[config.mk]
export PLATFORM = sky130hd
export DESIGN_NAME = thc_ram
export DESIGN_NICKNAME = d
export VERILOG_FILES = /design/src/hdl/thc_ram.sv
export SDC_FILE = /design/constraint.sdc
export NUM_CORES = 1
export LEC_CHECK = 0
export BUFFER_PORTS_ARGS = -buffer_cell sky130_fd_sc_hd__buf_2
export CAP_MARGIN = 20
export CORE_AREA = 2 2 187 189
export CTS_BUF_LIST = sky130_fd_sc_hd__clkbuf_16
export DETAILED_ROUTE_END_ITERATION = 10
export DIE_AREA = 0 0 189 191
export PLACE_DENSITY_LB_ADDON = 0.1
export SKIP_LAST_GASP = 1
export SLEW_MARGIN = 10
export SYNTH_ARGS = -nofsm -noshare
export SYNTH_HDL_FRONTEND = slang
export SYNTH_SLANG_ARGS = --single-unit
[constraint.sdc]
create_clock -name clk -period 4.6 [get_ports clk]
set_input_delay 0.92 -clock clk [delete_from_list [all_inputs] [get_ports clk]]
set_output_delay 0.92 -clock clk [all_outputs]
set_load 0.1 [all_outputs]
[src/hdl/thc_ram.sv]
// generic single-port-write, registered-read memory
`timescale 1ns / 1ps
module thc_ram #(
    parameter int DEPTH = 64,
    parameter int WIDTH = 8
) (
    input  logic                                 clk,
    input  logic                                 we,
    input  logic [((DEPTH > 1) ? $clog2(DEPTH) : 1)-1:0] waddr,
    input  logic [WIDTH-1:0]                     wdata,
    input  logic                                 re,
    input  logic [((DEPTH > 1) ? $clog2(DEPTH) : 1)-1:0] raddr,
    output logic [WIDTH-1:0]                     rdata
);
    logic [WIDTH-1:0] mem [DEPTH];

    always_ff @(posedge clk)
    begin
        if (we)
        begin
            mem[waddr] <= wdata;
        end
    end

    always_ff @(posedge clk)
    begin
        if (re)
        begin
            rdata <= mem[raddr];
        end
    end
endmodule

==> impl_metrics.ini <==
[status]
status = finished, final reports clean

[clock_network]
cts_tree = done
postCtsSetupRepairBufs = 0
root_buffer = clkbuf_16
cts_sinks = 520
clockBufferDepth = 3
cts_buffers = 50
path_clk_slew_ns = 0.06
cts_resized = 0
clkLatencyLatePin_ns = 0.58
hold_buffers = 0
htreeDepth = 2

[worst_setup_path]
cp_num_buf_inv = 1
start_kind = input pin
critPathKind = input pin to flop
cp_slowest_cell = buf_4
worstPathCellList = buf_4, mux4_2, mux4_2, nor2_1, nor3_1, o2bb2ai_1
cp.arrival_ns = 3.20
critPathCaptureType = flop
critPathRequiredTime_ns = 4.91
crit_family = multiplexers
cp_max_fo = 64
max_stage_delay_ns = 0.69
r2r_slack_ns = 2.46
cpMostUsedCell = mux4_2

[floorplan]
core_um2 = 34100
die_height_um = 191
chipWidth_um = 189
num_io_pins = 31
floorplan.initialDensity_pct = 59.3
dieArea_um2 = 36100
rows = 68

[synthesis]
yosys-top-cells-area = edfxtp_1 (77%), mux4_2 (14%), nor2_1 (1.5%), mux2i_1 (1.1%), mux2_2 (0.72%)
synth_ff_type = edfxtp_1
ys_seq_area_share_pct = 77.1
synth_edf_count = 520
ys_warn_count = 0
avgSynthCellArea_um2 = 21.5
yosysUniqueCellTypes = 39
ys_ff_latch = 520
synth_top_area_cell = edfxtp_1
netlist_area_um2 = 20200
syn_nets = 963
async_reset_ff_share_pct = 0
synth_top_area_share_pct = 77.1
netlist_instances = 940

[placed_design]
place_area_um2 = 20800
routabilityCongestion = 0.867
portBuffers = 30
dp_hpwl_um = 26500
dp_slack_ns = 1.16

[grt]
grt_pass1_vias = 9830
antenna_found_initial = 4
grt_usage_pct = 24.8
grt_first_pass_wirelength_um = 63700
grt-ovfl-total = 0
grt_max_degree = 65

[route]
drc = 0
routed_wl_um = 43300
num_vias = 9538
drt_iter0_markers = 1005
ant_nets = 0
firstDrtPassIters = 5
vias_per_cell = 6.42
routedWlPerCell_um = 29.1

[hold_path]
worstHoldPathType = input pin to flop

[sta]
fin_ws_ns = 1.71
slew_viol_final = 0
skew_ns = 0.0297
worstMarginPinSlew_ns = 1.09
setup-violations-final = 0
relSlewSlack_pct = 26.8
fin_tns_setup_ns = 0
min_period_over_period_pct = 62.8
hold_viol_final = 0
fmax_ghz = 0.346
layout_min_cycle_time_ns = 2.89
rsz0062_at_grt = false

[finish]
syn2layout_area_growth_pct = 11.4
fin_nets = 1013
fill_cells = 2201
drive_gt1_share_pct = 25.8
final_cell_mix = edfxtp_1 (520), mux4_2 (126), nor2_1 (83)
final_common_cell = edfxtp_1
stdcell_area_um2 = 22600

[pwr]
power_density_nw_per_um2 = 440
leakage_nw = 7.06
ir_drop_mv = 0.327

[job]
cap_violations = 0
-- per-stage QoR --
stage                     cells  power, mW  hold WS (ns)  utilization [%]
after floorplan             940       5.69         0.797                -
after global placement     1388       5.87         0.885             60.9
after detailed placement   1390       5.88         0.910             61.0
after CTS                  1480       9.99         0.710             65.9
after global routing       1485       10.2         0.721             66.1
final                      1486       9.93         0.725             66.1
-- path summary, 6_finish.rpt --
path,start,to,depth (start not counted)
setup / recovery,raddr[1],rdata[0]$_DFFE_PP_,6
hold / removal,re,rdata[5]$_DFFE_PP_,1
setup reg to reg,mem[4][0]$_DFFE_PP_,rdata[0]$_DFFE_PP_,5
hold reg to reg,mem[30][4]$_DFFE_PP_,rdata[4]$_DFFE_PP_,3
-- per-layer routing --
layer / track usage, % / part of all wire [%] / vias up
met5: 0 / 0.030 / -
met4: 8.47 / 3.1 / 2
met3: 6.21 / 8.9 / 89
met2: 37.1 / 46 / 436
met1: 36.3 / 42 / 4984
li1: - / - / 4027
-- power breakdown --
group          internal [mW]  leakage, nW  switching (mW)
sequential              5.25         4.69          0.0126
combinational          0.181         1.52           0.335
clock                   2.46        0.853            1.69
total                   7.90         7.06            2.04
-- synth_stat cells (2+ instances only) --
| library cell | number |
|---|---|
| nor2_1 | 83 |
| o2bb2ai_1 | 3 |
| nor4_1 | 2 |
| nand4_1 | 2 |
| buf_6 | 4 |
| buf_2 | 11 |
| o2111ai_1 | 3 |
| a211oi_1 | 4 |
| nand2_1 | 19 |
| nand3_1 | 13 |
| o21a_1 | 2 |
| o21ai_1 | 2 |
| nor3_1 | 7 |
| a22oi_1 | 3 |
| a21oi_1 | 3 |
| nand3b_1 | 3 |
| o221ai_1 | 8 |
| o22ai_1 | 8 |
| mux2_2 | 13 |
| buf_4 | 13 |
| mux2i_1 | 23 |
| mux4_2 | 126 |
| clkbuf_1 | 17 |
| o21ai_0 | 2 |
| a2111oi_0 | 2 |
| nand2b_1 | 7 |
| o32ai_1 | 2 |
| o41ai_1 | 2 |
| edfxtp_1 | 520 |
| a221oi_1 | 6 |
| o221a_2 | 2 |
| buf_1 | 4 |
| buf_12 | 2 |
| nor2b_1 | 14 |
-- area by class of cell --
class	count	area, um2	share of cell area (%)
clock buffers	53	1330	5.88
multi-input cells	369	4320	19.1
well taps	455	569	2.52
repair buffers	49	374	1.66
flip-flops and latches	520	15600	69.2
clock inverters	37	347	1.54
diodes	3	7.51	0.0333
-- worst register-to-register path: stages, from the launching register on --
cell       delay, ns
edfxtp_1        0.38
mux4_2          0.47
mux4_2          0.49
nor2_1          0.24
nor3_1          0.15
o2bb2ai_1       0.16
-- registers in the layout, indices dropped and copies added, names as in the netlist --
signal,flops
rdata,8
mem,512
-- kinds of logic after synthesis --
group           synth area share [%]
compound gates                  2.06
buf+inv                         1.56
flops                           77.1
mux                             15.9
simple gates                    3.37
(Power assumes the default switching activity.)
